## config.mk

```make
export PLATFORM = sky130hd
export DESIGN_NAME = ts_audio_demux_unit_flat
export DESIGN_NICKNAME = d
export VERILOG_FILES = /design/src/rtl/tsad_pkg.sv /design/src/rtl/tsad_if.sv /design/src/rtl/tsad_parse.sv /design/src/rtl/tsad_outq.sv /design/src/rtl/ts_audio_demux_unit.sv /design/src/flat_wrapper.sv
export SDC_FILE = /design/constraint.sdc
export NUM_CORES = 1
export LEC_CHECK = 0
export ABC_AREA = 1
export BUFFER_PORTS_ARGS = -buffer_cell sky130_fd_sc_hd__buf_2
export CAP_MARGIN = 20
export CORE_MARGIN = 2
export CORE_UTILIZATION = 60
export CTS_BUF_LIST = sky130_fd_sc_hd__clkbuf_4 sky130_fd_sc_hd__clkbuf_8
export CTS_CLUSTER_SIZE = 40
export DETAILED_ROUTE_END_ITERATION = 7
export GPL_TIMING_DRIVEN = 0
export HOLD_SLACK_MARGIN = 0.08
export PLACE_DENSITY = 0.85
export RECOVER_POWER = 100
export SKIP_LAST_GASP = 1
export SLEW_MARGIN = 40
export SYNTH_ARGS = -nofsm -noshare
export SYNTH_HDL_FRONTEND = slang
export SYNTH_SLANG_ARGS = --single-unit
```

## constraint.sdc

```tcl
create_clock -name i_clk -period 4.2 [get_ports i_clk]
set_clock_uncertainty 0.2 [all_clocks]
set_input_delay 0 -clock i_clk [delete_from_list [all_inputs] [get_ports i_clk]]
set_output_delay 0 -clock i_clk [all_outputs]
set_load 0.1 [all_outputs]
```

## src/rtl/tsad_pkg.sv

```systemverilog
// tsad_pkg: shared types and constants for the transport stream audio demux
// no dependencies
package tsad_pkg;
    localparam logic [7:0] SYNC_BYTE = 8'h47;
    localparam logic [7:0] ST_MP3    = 8'h04;
    localparam logic [7:0] ST_AAC_A  = 8'h0F;
    localparam logic [7:0] ST_AAC_B  = 8'h11;
    localparam logic [8:0] PES_PENDING = 9'd511;

    typedef enum logic [1:0] {
        KIND_IGNORE = 2'd0,
        KIND_PAT    = 2'd1,
        KIND_PMT    = 2'd2,
        KIND_AUDIO  = 2'd3
    } t_kind;

    // one result word
    typedef struct packed {
        logic [7:0] audio_byte;
        logic       format_mp3;
        logic       run_last;
    } t_word;

    // results caused by one input byte
    typedef struct packed {
        logic [1:0] count;
        t_word [2:0] words;
    } t_burst;
endpackage

```

## src/rtl/tsad_if.sv

```systemverilog
// tsad_if: valid/ready channel carrying the payload of one word
// depends on nothing; payload width set by parameter
interface tsad_if #(parameter int W = 8) (input logic i_clk);
    logic         valid;
    logic         ready;
    logic [W-1:0] data;
    modport source (output valid, output data, input ready);
    modport sink (input valid, input data, output ready);
endinterface

```

## src/rtl/tsad_parse.sv

```systemverilog
// tsad_parse: per-byte packet parser producing up to three result words
// depends on tsad_pkg
module tsad_parse
    import tsad_pkg::*;
#(
    parameter int PID_SLOTS = 4,
    parameter int PACKET_BYTES = 188
) (
    input  logic       i_clk,
    input  logic       i_rst_n,
    input  logic       i_en,
    input  logic [7:0] i_byte,
    output t_burst     o_burst
);
    localparam int CW = $clog2(PID_SLOTS + 1);
    localparam int IW = (PID_SLOTS > 1) ? $clog2(PID_SLOTS) : 1;
    localparam logic [7:0] LAST_POS = 8'(PACKET_BYTES - 1);

    logic [7:0]  r_pos, n_pos;
    logic        r_inpk, n_inpk;
    logic [12:0] r_pid, n_pid;
    logic        r_us, n_us, r_ap, n_ap;
    logic [7:0]  r_al, n_al;
    t_kind       r_kind, n_kind;
    logic [12:0] r_pmt [PID_SLOTS];
    logic [12:0] r_aud [PID_SLOTS];
    logic [CW-1:0] r_pmtc, n_pmtc, r_audc, n_audc;
    logic        r_mp3, n_mp3;
    logic [11:0] r_sl, n_sl, r_pil, n_pil;
    logic [7:0]  r_cur, n_cur;
    logic [23:0] r_eb, n_eb;
    logic [7:0]  r_la0, n_la0, r_la1, n_la1;
    logic [8:0]  r_pds, n_pds;
    logic        pmt_we, aud_we;
    logic [12:0] pmt_wd, aud_wd;

    // table lookups
    logic in_aud, in_pmt;
    always_comb begin
        logic [12:0] pid;
        pid = {r_pid[12:8], i_byte};
        in_aud = 1'b0;
        in_pmt = 1'b0;
        for (int i = 0; i < PID_SLOTS; i++) begin
            if (CW'(i) < r_audc && r_aud[i] == pid) in_aud = 1'b1;
            if (CW'(i) < r_pmtc && r_pmt[i] == pid) in_pmt = 1'b1;
        end
    end

    // next state and results
    always_comb begin
        logic [7:0]  base, rel, d, p, arel;
        logic [8:0]  nx;
        logic [12:0] es, pid;
        logic [1:0]  cls;
        logic [1:0]  cnt;
        logic        last;
        logic [7:0]  ob [3];
        logic        mp3_out;
        n_pos = r_pos; n_inpk = r_inpk; n_pid = r_pid; n_us = r_us; n_ap = r_ap;
        n_al = r_al; n_kind = r_kind; n_pmtc = r_pmtc; n_audc = r_audc;
        n_mp3 = r_mp3; n_sl = r_sl; n_pil = r_pil; n_cur = r_cur; n_eb = r_eb;
        n_la0 = r_la0; n_la1 = r_la1; n_pds = r_pds;
        pmt_we = 1'b0; aud_we = 1'b0; pmt_wd = '0; aud_wd = '0;
        cnt = 2'd0; ob[0] = '0; ob[1] = '0; ob[2] = '0;
        base = r_us ? 8'd5 : 8'd4;
        rel = r_pos - base;
        d = rel - r_cur;
        es = '0; cls = '0; nx = '0; pid = '0;
        p = r_ap ? 8'(9'd5 + {1'b0, r_al}) : 8'd4;
        if (r_ap && r_al > 8'd250) p = 8'd255;
        arel = r_pos - p;
        last = (r_pos == LAST_POS);
        if (!r_inpk) begin
            if (i_byte == SYNC_BYTE) begin
                n_inpk = 1'b1; n_pos = 8'd1;
                n_pid = '0; n_us = 1'b0; n_ap = 1'b0; n_al = '0; n_kind = KIND_IGNORE;
                n_sl = '0; n_pil = '0; n_cur = '0; n_eb = '0; n_la0 = '0; n_la1 = '0;
                n_pds = '0;
            end
        end else begin
            if (r_pos == 8'd1) begin
                n_pid = {i_byte[4:0], 8'h00};
                n_us = i_byte[6];
            end else if (r_pos == 8'd2) begin
                pid = {r_pid[12:8], i_byte};
                n_pid = pid;
                if (pid == '0) n_kind = KIND_PAT;
                else if (r_audc != '0) n_kind = in_aud ? KIND_AUDIO : KIND_IGNORE;
                else if (in_pmt) n_kind = KIND_PMT;
                else n_kind = KIND_IGNORE;
            end else if (r_pos == 8'd3) begin
                n_ap = i_byte[5];
            end
            if (r_pos == 8'd4 && r_ap) n_al = i_byte;
            if (r_pos >= 8'd4) begin
                if (r_kind == KIND_PAT && r_pos >= base) begin
                    // pat section
                    if (rel == 8'd1) n_sl = {i_byte[3:0], 8'h00};
                    else if (rel == 8'd2) begin
                        n_sl = {r_sl[11:8], i_byte}; n_pmtc = '0;
                    end else if (rel >= 8'd8) begin
                        if (rel[1:0] != 2'd3) n_eb = {r_eb[15:0], i_byte};
                        else if ({4'd0, rel} + 12'd2 <= r_sl
                                 && r_pmtc < CW'(PID_SLOTS)) begin
                            pmt_we = 1'b1; pmt_wd = {r_eb[4:0], i_byte};
                            n_pmtc = r_pmtc + 1'b1;
                        end
                    end
                end else if (r_kind == KIND_PMT && r_pos >= base) begin
                    // pmt section
                    if (rel == 8'd1) n_sl = {i_byte[3:0], 8'h00};
                    else if (rel == 8'd2) n_sl = {r_sl[11:8], i_byte};
                    else if (rel == 8'd10) n_pil = {i_byte[3:0], 8'h00};
                    else if (rel == 8'd11) begin
                        nx = 9'd12 + {1'b0, i_byte};
                        n_pil = {r_pil[11:8], i_byte};
                        n_cur = (r_pil[11:8] != 4'd0 || nx > 9'd255) ? 8'd255 : nx[7:0];
                    end else if (rel >= 8'd12 && r_cur != 8'd255 && rel >= r_cur) begin
                        if (d == 8'd0) begin
                            if (!({4'd0, r_cur} + 12'd1 < r_sl)) n_cur = 8'd255;
                            else begin
                                cls = (i_byte == ST_MP3) ? 2'd1 :
                                      ((i_byte == ST_AAC_A || i_byte == ST_AAC_B)
                                       ? 2'd2 : 2'd0);
                                n_eb = {6'd0, cls, 16'd0};
                            end
                        end else if (d == 8'd1) n_eb[12:8] = i_byte[4:0];
                        else if (d == 8'd2) n_eb[7:0] = i_byte;
                        else if (d == 8'd3) n_eb[23:20] = i_byte[3:0];
                        else begin
                            es = {1'b0, r_eb[23:20], i_byte};
                            cls = r_eb[17:16];
                            if (cls == 2'd1 || cls == 2'd2) begin
                                n_mp3 = (cls == 2'd1);
                                if (r_audc < CW'(PID_SLOTS)) begin
                                    aud_we = 1'b1; aud_wd = r_eb[12:0];
                                    n_audc = r_audc + 1'b1;
                                end
                            end
                            n_cur = ({5'd0, r_cur} + 13'd5 + es > 13'd255) ? 8'd255 :
                                    8'(r_cur + 8'd5 + es[7:0]);
                        end
                    end
                end else if (r_kind == KIND_AUDIO && !(r_pos == 8'd4 && r_ap)
                             && r_pos >= p && p != 8'd255) begin
                    // audio payload
                    if (arel == 8'd0) begin
                        n_la0 = i_byte;
                        if (last) begin cnt = 2'd1; ob[0] = i_byte; end
                    end else if (arel == 8'd1) begin
                        n_la1 = i_byte;
                        if (last) begin cnt = 2'd2; ob[0] = r_la0; ob[1] = i_byte; end
                    end else if (arel == 8'd2) begin
                        if (r_la0 == 8'd0 && r_la1 == 8'd0 && i_byte == 8'd1)
                            n_pds = PES_PENDING;
                        else begin
                            cnt = 2'd3; ob[0] = r_la0; ob[1] = r_la1; ob[2] = i_byte;
                            n_pds = {1'b0, p};
                        end
                    end else if (arel == 8'd8 && r_pds == PES_PENDING) begin
                        nx = 9'(10'({2'd0, p}) + 10'd9 + 10'({2'd0, i_byte}) > 10'd511 ? 511 :
                             {2'd0, p} + 10'd9 + {2'd0, i_byte});
                        n_pds = nx;
                    end else if ({1'b0, r_pos} >= r_pds) begin
                        cnt = 2'd1; ob[0] = i_byte;
                    end
                end
            end
            if (r_pos >= LAST_POS) begin n_inpk = 1'b0; n_pos = '0; end
            else n_pos = r_pos + 8'd1;
        end
        mp3_out = r_mp3;
        o_burst.count = cnt;
        for (int k = 0; k < 3; k++) begin
            o_burst.words[k].audio_byte = ob[k];
            o_burst.words[k].format_mp3 = mp3_out;
            o_burst.words[k].run_last = (2'(k + 1) == cnt);
        end
    end

    // control registers
    always_ff @(posedge i_clk) begin
        if (!i_rst_n) begin
            r_pos <= '0; r_inpk <= 1'b0; r_pid <= '0; r_us <= 1'b0; r_ap <= 1'b0;
            r_al <= '0; r_kind <= KIND_IGNORE; r_pmtc <= '0; r_audc <= '0;
            r_mp3 <= 1'b0; r_sl <= '0; r_pil <= '0; r_cur <= '0; r_eb <= '0;
            r_la0 <= '0; r_la1 <= '0; r_pds <= '0;
        end else if (i_en) begin
            r_pos <= n_pos; r_inpk <= n_inpk; r_pid <= n_pid; r_us <= n_us;
            r_ap <= n_ap; r_al <= n_al; r_kind <= n_kind; r_pmtc <= n_pmtc;
            r_audc <= n_audc; r_mp3 <= n_mp3; r_sl <= n_sl; r_pil <= n_pil;
            r_cur <= n_cur; r_eb <= n_eb; r_la0 <= n_la0; r_la1 <= n_la1;
            r_pds <= n_pds;
        end
    end

    // pid tables
    always_ff @(posedge i_clk) begin
        if (i_en && pmt_we) r_pmt[r_pmtc[IW-1:0]] <= pmt_wd;
        if (i_en && aud_we) r_aud[r_audc[IW-1:0]] <= aud_wd;
    end

    // table counts and packet position stay in range
    a_counts: assert property (@(posedge i_clk) disable iff (!i_rst_n)
        r_pmtc <= CW'(PID_SLOTS) && r_audc <= CW'(PID_SLOTS))
        else $error("pid table count overflow");
    a_pos_range: assert property (@(posedge i_clk) disable iff (!i_rst_n)
        r_pos <= LAST_POS)
        else $error("packet position past packet end");
    a_pos_idle: assert property (@(posedge i_clk) disable iff (!i_rst_n)
        !r_inpk |-> r_pos == 8'd0)
        else $error("position set outside a packet");
endmodule

```

## src/rtl/tsad_outq.sv

```systemverilog
// tsad_outq: holds a burst of up to three words and serializes them
// depends on tsad_pkg
module tsad_outq
    import tsad_pkg::*;
(
    input  logic   i_clk,
    input  logic   i_rst_n,
    input  logic   i_load,
    input  t_burst i_burst,
    output logic   o_free,
    output logic   o_valid,
    output t_word  o_word,
    input  logic   i_ready
);
    logic [1:0]  r_cnt, r_idx;
    t_word [2:0] r_words;
    logic        pop_last;

    assign o_valid = (r_cnt != 2'd0);
    assign o_word = r_words[r_idx];
    assign pop_last = o_valid && i_ready && (r_idx + 2'd1 == r_cnt);
    assign o_free = !o_valid || pop_last;

    // burst register with read index
    always_ff @(posedge i_clk) begin
        if (!i_rst_n) begin
            r_cnt <= '0; r_idx <= '0;
        end else if (i_load && o_free) begin
            r_cnt <= i_burst.count; r_idx <= '0;
        end else if (pop_last) begin
            r_cnt <= '0; r_idx <= '0;
        end else if (o_valid && i_ready) begin
            r_idx <= r_idx + 2'd1;
        end
    end

    always_ff @(posedge i_clk) begin
        if (i_load && o_free) r_words <= i_burst.words;
    end

    // read index stays inside the held burst
    a_idx: assert property (@(posedge i_clk) disable iff (!i_rst_n)
        o_valid |-> r_idx < r_cnt)
        else $error("read index past burst");
endmodule

```

## src/rtl/ts_audio_demux_unit.sv

```systemverilog
// ts_audio_demux_unit: transport stream audio demux top level
// first word of a burst: shown in the cycle after its byte is accepted
// throughput: one byte per cycle while bursts are single and o_out is ready;
// a longer burst holds input while the output queue drains it
// reset: synchronous active low, clears parser state and pid table counts
// depends on tsad_pkg, tsad_if, tsad_parse, tsad_outq
module ts_audio_demux_unit
    import tsad_pkg::*;
#(
    parameter int PID_SLOTS = 4,
    parameter int PACKET_BYTES = 188
) (
    input  logic i_clk,
    input  logic i_rst_n,
    tsad_if.sink   i_in,
    tsad_if.source o_out
);
    t_burst burst;
    t_word  word;
    logic   free, acc;

    assign i_in.ready = free;
    assign acc = i_in.valid && free;

    tsad_parse #(.PID_SLOTS(PID_SLOTS), .PACKET_BYTES(PACKET_BYTES)) u_parse (
        .i_clk(i_clk), .i_rst_n(i_rst_n), .i_en(acc), .i_byte(i_in.data[7:0]),
        .o_burst(burst));

    tsad_outq u_outq (
        .i_clk(i_clk), .i_rst_n(i_rst_n), .i_load(acc), .i_burst(burst),
        .o_free(free), .o_valid(o_out.valid), .o_word(word), .i_ready(o_out.ready));

    assign o_out.data = {word.audio_byte, word.format_mp3, word.run_last};

    // a waiting word holds still, input stalls only behind a waiting word
    a_out_hold: assert property (@(posedge i_clk) disable iff (!i_rst_n)
        o_out.valid && !o_out.ready |=> o_out.valid && $stable(o_out.data))
        else $error("output word changed while waiting");
    a_in_stall: assert property (@(posedge i_clk) disable iff (!i_rst_n)
        !i_in.ready |-> o_out.valid)
        else $error("input stalled with empty output");
endmodule

```

## src/flat_wrapper.sv

```systemverilog
// flat-port wrapper written by rule: the top's interface ports become plain ports
module ts_audio_demux_unit_flat import tsad_pkg::*;
#(
    parameter int PID_SLOTS = 4,
    parameter int PACKET_BYTES = 188
)
  (i_clk, i_rst_n, i_in_valid, i_in_data, i_in_ready, o_out_valid, o_out_data, o_out_ready);
  tsad_if #(.W(8)) i_in_i (.i_clk(i_clk));
  tsad_if #(.W(10)) o_out_i (.i_clk(i_clk));
  input  logic i_clk;
  input  logic i_rst_n;
  input wire logic [$bits(i_in_i.valid)-1:0] i_in_valid;
  input wire logic [$bits(i_in_i.data)-1:0] i_in_data;
  output wire logic [$bits(i_in_i.ready)-1:0] i_in_ready;
  output wire logic [$bits(o_out_i.valid)-1:0] o_out_valid;
  output wire logic [$bits(o_out_i.data)-1:0] o_out_data;
  input wire logic [$bits(o_out_i.ready)-1:0] o_out_ready;
  assign i_in_i.valid = i_in_valid;
  assign i_in_i.data = i_in_data;
  assign i_in_ready = i_in_i.ready;
  assign o_out_valid = o_out_i.valid;
  assign o_out_data = o_out_i.data;
  assign o_out_i.ready = o_out_ready;
  ts_audio_demux_unit #(.PID_SLOTS(PID_SLOTS), .PACKET_BYTES(PACKET_BYTES)) u_core (.i_clk(i_clk), .i_rst_n(i_rst_n), .i_in(i_in_i), .o_out(o_out_i));
endmodule
```

After elaboration in Yosys (flattened, before gate mapping)
Memory sizes are Yosys's and may differ from the RTL's.
Index checks and enable logic that the tools add are counted.
- bits in registers: 136
- memory bits (writable): 104
- bits of input ports: 12
- output and inout bits: 12
- logic and storage cells: 438
- memories kept: 2
- add/sub/neg operators: 19
- order comparisons: 25
- equality and inequality tests: 81
- multiplexer cells: 201
- bitwise operators: 14
- reduce and logical (&&, ||, !) cells: 67
- memory list (memory ; depth ; bits a word ; rd ports ; clocked after memory_dff ; wr ports ; line ; source):
    u_core.u_parse.r_aud ; 4 ; 13 ; 4 ; 0 ; 1 ; tsad_parse.sv:26 ; logic [12:0] r_aud [PID_SLOTS];
    u_core.u_parse.r_pmt ; 4 ; 13 ; 4 ; 0 ; 1 ; tsad_parse.sv:25 ; logic [12:0] r_pmt [PID_SLOTS];
- operator list (kind ; count):
    24-bit 2-to-1 mux ; 16
    8-bit 2-to-1 mux ; 47
    13-bit 2-to-1 mux ; 27
    12-bit 2-to-1 mux ; 13
    9-bit 2-to-1 mux ; 12
    13-bit equality test ; 8
    1-bit 2-to-1 mux ; 49
    8-bit by 2-bit equality test with 1-bit output, second input constant ; 6
    16-bit 2-to-1 mux ; 3
    2-bit 2-to-1 mux ; 22
    8-bit by 1-bit equality test with 1-bit output, second input constant ; 5
    13-bit AND reduction ; 3
    8-bit by 4-bit equality test with 1-bit output, second input constant ; 4
    8-bit logical NOT ; 4
    15-bit AND reduction ; 2
    1-bit logical AND ; 27
    4-bit != test, second input constant ; 6
    8-bit AND reduction ; 3
    2-bit != test, second input constant ; 11
    10-bit binary-select mux with 2-bit select ; 1
    2-bit by 1-bit != test with 1-bit output, second input constant ; 10
    8-bit by 4-bit adder with 9-bit output, second input constant ; 2
    3-bit by 1-bit != test with 1-bit output, second input constant ; 6
    8-bit by 3-bit equality test with 1-bit output, second input constant ; 2
    other kinds (69) ; 118

Depth between registers and ports, before layout
- word-level depth: 20
- mapped depth: 27
- depth with buffers taken out: 26

By module
From an unflattened synthesis, not the netlist that was laid out.
- cells, all modules: 2125
- area total of the unflattened synthesis: 15989.1 sq um
- by module, submodules not included (module ; times used ; cells each ; area each (sq um)):
    tsad_parse ; 1 ; 2004 ; 14564.0
    tsad_outq ; 1 ; 119 ; 1417.6
    ts_audio_demux_unit ; 1 ; 2 ; 7.5

Worst setup path before layout
Ideal clock, no wire load.
- path type: register to register
- start: reg u_core.u_parse.r_pos[0]
- end: mem u_core.u_parse.r_pmt[0][0] (enable)
- library setup time: 0.382 ns
- arrival time: 3.458 ns
- data required time: 3.618 ns
- slack: 0.160 ns
- cell stages (with the launch flop): 19
- path buffers: 0
- clock period less this slack: 4.040 ns
- cells stage by stage: dfxtp_1 > inv_1 > ha_1 > ha_1 > inv_1 > ha_1 > nand2_1 > nor2_1 > nand3_1 > xnor2_1 > ha_1 > nand2_1 > nor2_1 > nand4_1 > o21ai_0 > nand3_1 > nor2_1 > nand3_1 > nor2_1
- word-level cells in the longest chain between the ends: 15
- elaborated cells on any way between the ends: 22
- those cells by class: add/sub (2); order compare (4); eq/ne (3); mux (10); reduce/logical (3)
- ends and longest elaborated chain (element ; line ; source):
    from (decl) ; tsad_parse.sv:19 ; logic [7:0] r_pos, n_pos;
    from (signal assigned) ; tsad_parse.sv:190 ; r_pos <= n_pos; r_inpk <= n_inpk; r_pid <= n_pid; r_us <= n_us;
    8-bit by 3-bit subtractor with 8-bit output ; tsad_parse.sv:67 ; rel = r_pos - base;
    8-bit by 2-bit adder with 9-bit output ; tsad_parse.sv:104 ; else if ({4'd0, rel} + 12'd2 <= r_sl
    9-bit by 12-bit <= comparator with 1-bit output ; tsad_parse.sv:104 ;
    1-bit logical AND ; tsad_parse.sv:105 ; && r_pmtc < CW'(PID_SLOTS)) begin
    1-bit 2-to-1 mux ; tsad_parse.sv:104 ;
    1-bit 2-to-1 mux ; tsad_parse.sv:103 ; if (rel[1:0] != 2'd3) n_eb = {r_eb[15:0], i_byte};
    1-bit 2-to-1 mux ; tsad_parse.sv:102 ; end else if (rel >= 8'd8) begin
    1-bit 2-to-1 mux ; tsad_parse.sv:100 ; else if (rel == 8'd2) begin
    1-bit 2-to-1 mux ; tsad_parse.sv:99 ; if (rel == 8'd1) n_sl = {i_byte[3:0], 8'h00};
    1-bit 2-to-1 mux ; tsad_parse.sv:97 ; if (r_kind == KIND_PAT && r_pos >= base) begin
    1-bit 2-to-1 mux (*) ; tsad_parse.sv:96 ; if (r_pos >= 8'd4) begin
    1-bit 2-to-1 mux (*) ; tsad_parse.sv:74 ; if (!r_inpk) begin
    1-bit logical AND (*) ; tsad_parse.sv:200 ; if (i_en && pmt_we) r_pmt[r_pmtc[IW-1:0]] <= pmt_wd;
    1-bit 2-to-1 mux (*) ; tsad_parse.sv:200 ;
    1-bit 2-to-1 mux (not written as such) (*) ; tsad_parse.sv:200 ;
    to (decl) ; tsad_parse.sv:25 ;
Every way passes the cells marked *; elsewhere a longest branch is shown, timed or not.

Worst setup path after layout
- start: reg u_core.u_parse.r_al[0]
- end: reg u_core.u_parse.r_la1[1]
- word-level cells in the longest chain between the ends: 8
- elaborated cells on any way between the ends: 16
- those cells by class: add/sub (2); order compare (2); eq/ne (5); mux (2); reduce/logical (5)
- ends and longest elaborated chain (element ; line ; source):
    from (decl) ; tsad_parse.sv:23 ; logic [7:0] r_al, n_al;
    from (signal assigned) ; tsad_parse.sv:191 ; r_ap <= n_ap; r_al <= n_al; r_kind <= n_kind; r_pmtc <= n_pmtc;
    3-bit by 8-bit adder with 8-bit output or 8-bit greater-than comparator (tied branches) ; tsad_parse.sv:70, tsad_parse.sv:71 ;
    8-bit 2-to-1 mux or 1-bit logical AND (tied branches) ; tsad_parse.sv:70, tsad_parse.sv:71 ;
    8-bit 2-to-1 mux (*) ; tsad_parse.sv:71 ; if (r_ap && r_al > 8'd250) p = 8'd255;
    parallel branches: the longest is 4 deep, another holds 8-bit subtractor ; -- ;
    8-bit AND reduction (no line) (*) ; -- ;
    to (signal assigned) ; tsad_parse.sv:193 ; r_cur <= n_cur; r_eb <= n_eb; r_la0 <= n_la0; r_la1 <= n_la1;
    to (decl) ; tsad_parse.sv:32 ; logic [7:0] r_la0, n_la0, r_la1, n_la1;
Mark *: on every way between the ends.
A chain may end at the register's enable or synchronous reset.

==> results_dict.tcl <==
set metrics [dict create \
    outcome "finished clean" \
    multi_input_area_mm2 0.00816 \
    grt_pass1_vias 14289 \
    numCtsBuffers 40 \
    routabilityCongestion 0.980 \
    worstSetupEndpointType "flip-flop" \
    fin_crit_sh_pct 98.4 \
    antenna_found_initial 0 \
    slew_viol_final 0 \
    synth.net_count 2151 \
    r2r_cells 21 \
    dpl-instance-area_mm2 0.0160 \
    cts_tree "yes" \
    clk-insertion-delay-late_ps 570 \
    cts.sinks 240 \
    area_growth_pct 13.4 \
    synth-xor-area-share_pct 3.30 \
    netlist.top_cell.by_area "edfxtp_1" \
    crit_arrival_ps 4390 \
    die_x_um 164 \
    nets 2252 \
    cpPeakStageDelay_ps 380 \
    wl_per_cell_um 19.2 \
    core_mm2 0.0252 \
    synth_common_cells "nand2_1, nor2_1, inv_1, edfxtp_1, nand3_1" \
    maxSlewHeadroom_pct 22.6 \
    setup_ws_ps 68.2 \
    synthTopCellsByArea "edfxtp_1, dfxtp_1, nand2_1, ha_1, nor2_1" \
    yosysMostFrequentCell "nand2_1" \
    antenna_cells 0 \
    synth_edf_count 132 \
    cp_top_family "simple AND/OR/NAND/NOR gates" \
    swShare_pct 24.4 \
    syn-instance-count 2040 \
    ant_nets 0 \
    hold_viol 0 \
    hpwl_um 33500 \
    dp_cells 2393 \
    crit_chain "inv_1 > ha_1 > o21ai_0 > nand3b_1 > buf_4 > nand2_1 > inv_1 > ha_2 > a21oi_2 > nand2_1 > xor2_1 > inv_1 > nand2_1 > nor2_4 > buf_12 > nand3_4 > nand2_1 > nand3_4 > buf_4 > nor2_1 > nor2_1" \
    vdd_ir_drop_max_mv 0.234 \
    power_mw 5.09 \
    setup_tns_ps 0 \
    whs_ps 134 \
    max_slew.worst_pin.slew_ps 1170 \
    cts.reportedPaths.clkPinSlew_ps 60 \
    track_usage_pct 35.4 \
    synthMuxAreaShare_pct 0 \
    cts.root.buffer_cell "clkbuf_8" \
    synth_fa_ha_area_share_pct 8.24 \
    min_path_type "input pin to flip-flop" \
    io_buffers 22 \
    rows 58 \
    crit_type "flip-flop to flip-flop" \
    yosys_most_used_dff "edfxtp_1" \
    synth_top_cell_area_share_pct 25.7 \
    synth_compound_area_share_pct 11.1 \
    ios 24 \
    p_comb_share_pct 6.2 \
    globalRouteOverflowTotal 0 \
    vias_per_cell 6.07 \
    cp_num_cells 21 \
    finalCriticalPeriod_ps 4130 \
    synthDistinctLibCells 58 \
    final_util_pct 69.4 \
    synth-seq-cells 240 \
    yosysSeqAreaShare_pct 39.8 \
    drt-initial-drc-count 2075 \
    power_leakage_nw 7.69 \
    yosysWarnings 0 \
    critPathLaunchType "flip-flop" \
    start_util_pct 61.2 \
    pre_cts_ws_ps -686 \
    num_vias 15186 \
    crit_path_end "u_core.u_parse.r_la1[1]" \
    drcViolationCount 0 \
    cts_buffer_depth 3 \
    r2r-start "u_core.u_parse.r_al[0]" \
    synth-simple-area-share_pct 28.8 \
    synth_top_family_by_area "simple AND/OR/NAND/NOR gates" \
    cp_num_buf_inv 6 \
    path_common_cell "nand2_1" \
    powerDensity_mw_per_mm2 291 \
    cp_slowest_cell "dfxtp_2" \
    syn-mean-instance-area_um2 7.55 \
    reg2reg_to "u_core.u_parse.r_la1[1]" \
    grt_pass1_wl_um 74100 \
    fillers 1927 \
    dieArea_mm2 0.0270 \
    final_cells 2503 \
    firstDrtPassIters 7 \
    p_clk_share_pct 45.2 \
    drt-total-wl_um 48000 \
    synth_area_mm2 0.0154 \
    p_sw_mw 1.24 \
    rrSetupSlack_ps 70 \
    die_y_um 164 \
    ff_latch_area_mm2 0.00613 \
    cp_max_fo 10 \
    drv_cap 0 \
    fmax_mhz 242 \
    power.internal_mw 3.85 \
    drive_gt1_share_pct 11.3 \
    crit_start "u_core.u_parse.r_al[0]" \
    setup_violations 0 \
    cp.required_ps 4450 \
    grt_start_max_net_pins 33 \
    seq_power_share_pct 48.6 \
    final_area_mm2 0.0175 \
    async_reset_ff_share_pct 0 \
    htreeDepth 2 \
]
-- registers in the layout (all words and copies together) (netlist names) --
name                   cells
u_core.u_outq.r_cnt        2
u_core.u_outq.r_idx        2
u_core.u_outq.r_words     28
u_core.u_parse.r_al        8
u_core.u_parse.r_ap        1
u_core.u_parse.r_aud      52
u_core.u_parse.r_audc      3
u_core.u_parse.r_cur       8
u_core.u_parse.r_eb       22
u_core.u_parse.r_inpk      1
u_core.u_parse.r_kind      2
u_core.u_parse.r_la0       8
u_core.u_parse.r_la1       8
u_core.u_parse.r_mp3       1
u_core.u_parse.r_pds       9
u_core.u_parse.r_pid       5
u_core.u_parse.r_pil       4
u_core.u_parse.r_pmt      52
u_core.u_parse.r_pmtc      3
u_core.u_parse.r_pos       8
u_core.u_parse.r_sl       12
u_core.u_parse.r_us        1
-- cell type report --
| type | count | share of cell area [%] |
|---|---|---|
| clock inverters | 16 | 0.909 |
| multi-input cells | 1450 | 46.7 |
| well taps | 330 | 2.36 |
| plain buffers | 62 | 1.77 |
| repair buffers | 59 | 2.88 |
| flip-flops and latches | 240 | 35.1 |
| clock buffers | 58 | 4.10 |
| inverters | 288 | 6.22 |
-- worst min-delay path: stages --
cell	delay [ps]
buf_2	130
clkbuf_2	320
nand4_1	190
a31oi_1	80
-- repair_timing --
action	in CTS	in global routing
gates resized for setup	35	41
setup buffers	15	8
endpoints found under the hold margin	92	0
pin swaps	11	8
hold buffers	13	0
setup endpoints to repair	210	292
-- routing by layer --
layer | global-route usage, % | vias up | wire [µm]
met3 | 7.70 | 274 | 6040
met1 | 44.9 | 6872 | 17500
met4 | 18.8 | 0 | 2990
li1 | - | 6973 | -
met2 | 56.7 | 1067 | 21500
met5 | 0 | - | 0
-- how the worst min path moves through the flow --
stage	slack [ps]	depth (start not counted)	start	endpoint
after global routing	140	4	i_in_data[0]	u_core.u_outq.r_words[2]
after floorplan	50	3	i_in_valid	u_core.u_outq.r_idx[1]
after detailed placement	210	4	o_out_ready	u_core.u_outq.r_idx[0]
after CTS	230	4	i_in_data[0]	u_core.u_outq.r_words[2]
final	130	4	i_in_data[0]	u_core.u_outq.r_words[2]
after global placement	200	4	o_out_ready	u_core.u_outq.r_idx[0]
-- cells in the final DEF (no fill, tap or decap), drive strengths merged, types with 11 or more instances in the layout --
cell / count
clkbuf: 109
o22ai: 31
nor3: 33
xor2: 31
nand4: 51
dlygate4sd3: 13
xnor2: 27
nor2: 289
inv: 284
o31ai: 11
buf: 57
edfxtp: 132
nand3: 137
o21ai: 105
nand2: 455
ha: 95
a21oi: 102
a211oi: 15
clkinv: 16
dfxtp: 108
a31oi: 11
-- power by group through the flow --
stage | Sequential [mW] | Clock [mW] | Combinational [mW]
floorplan | 2.52 | 0 | 0.196
global placement | 2.52 | 0 | 0.283
detailed placement | 2.52 | 0 | 0.290
CTS | 2.47 | 2.29 | 0.300
global route | 2.47 | 2.39 | 0.336
finish | 2.47 | 2.30 | 0.316
-- cell families (layout without fill, tap and decap cells) --
group,after synthesis,after routing
DFF,240,240
and+or+nand+nor,994,994
buffers and inverters,350,483
AOI/OAI and AO/OA,299,299
xor gates and xnor gates,58,58
adders and majority gates,99,99
Note: power is estimated with default switching activity, not from simulation.
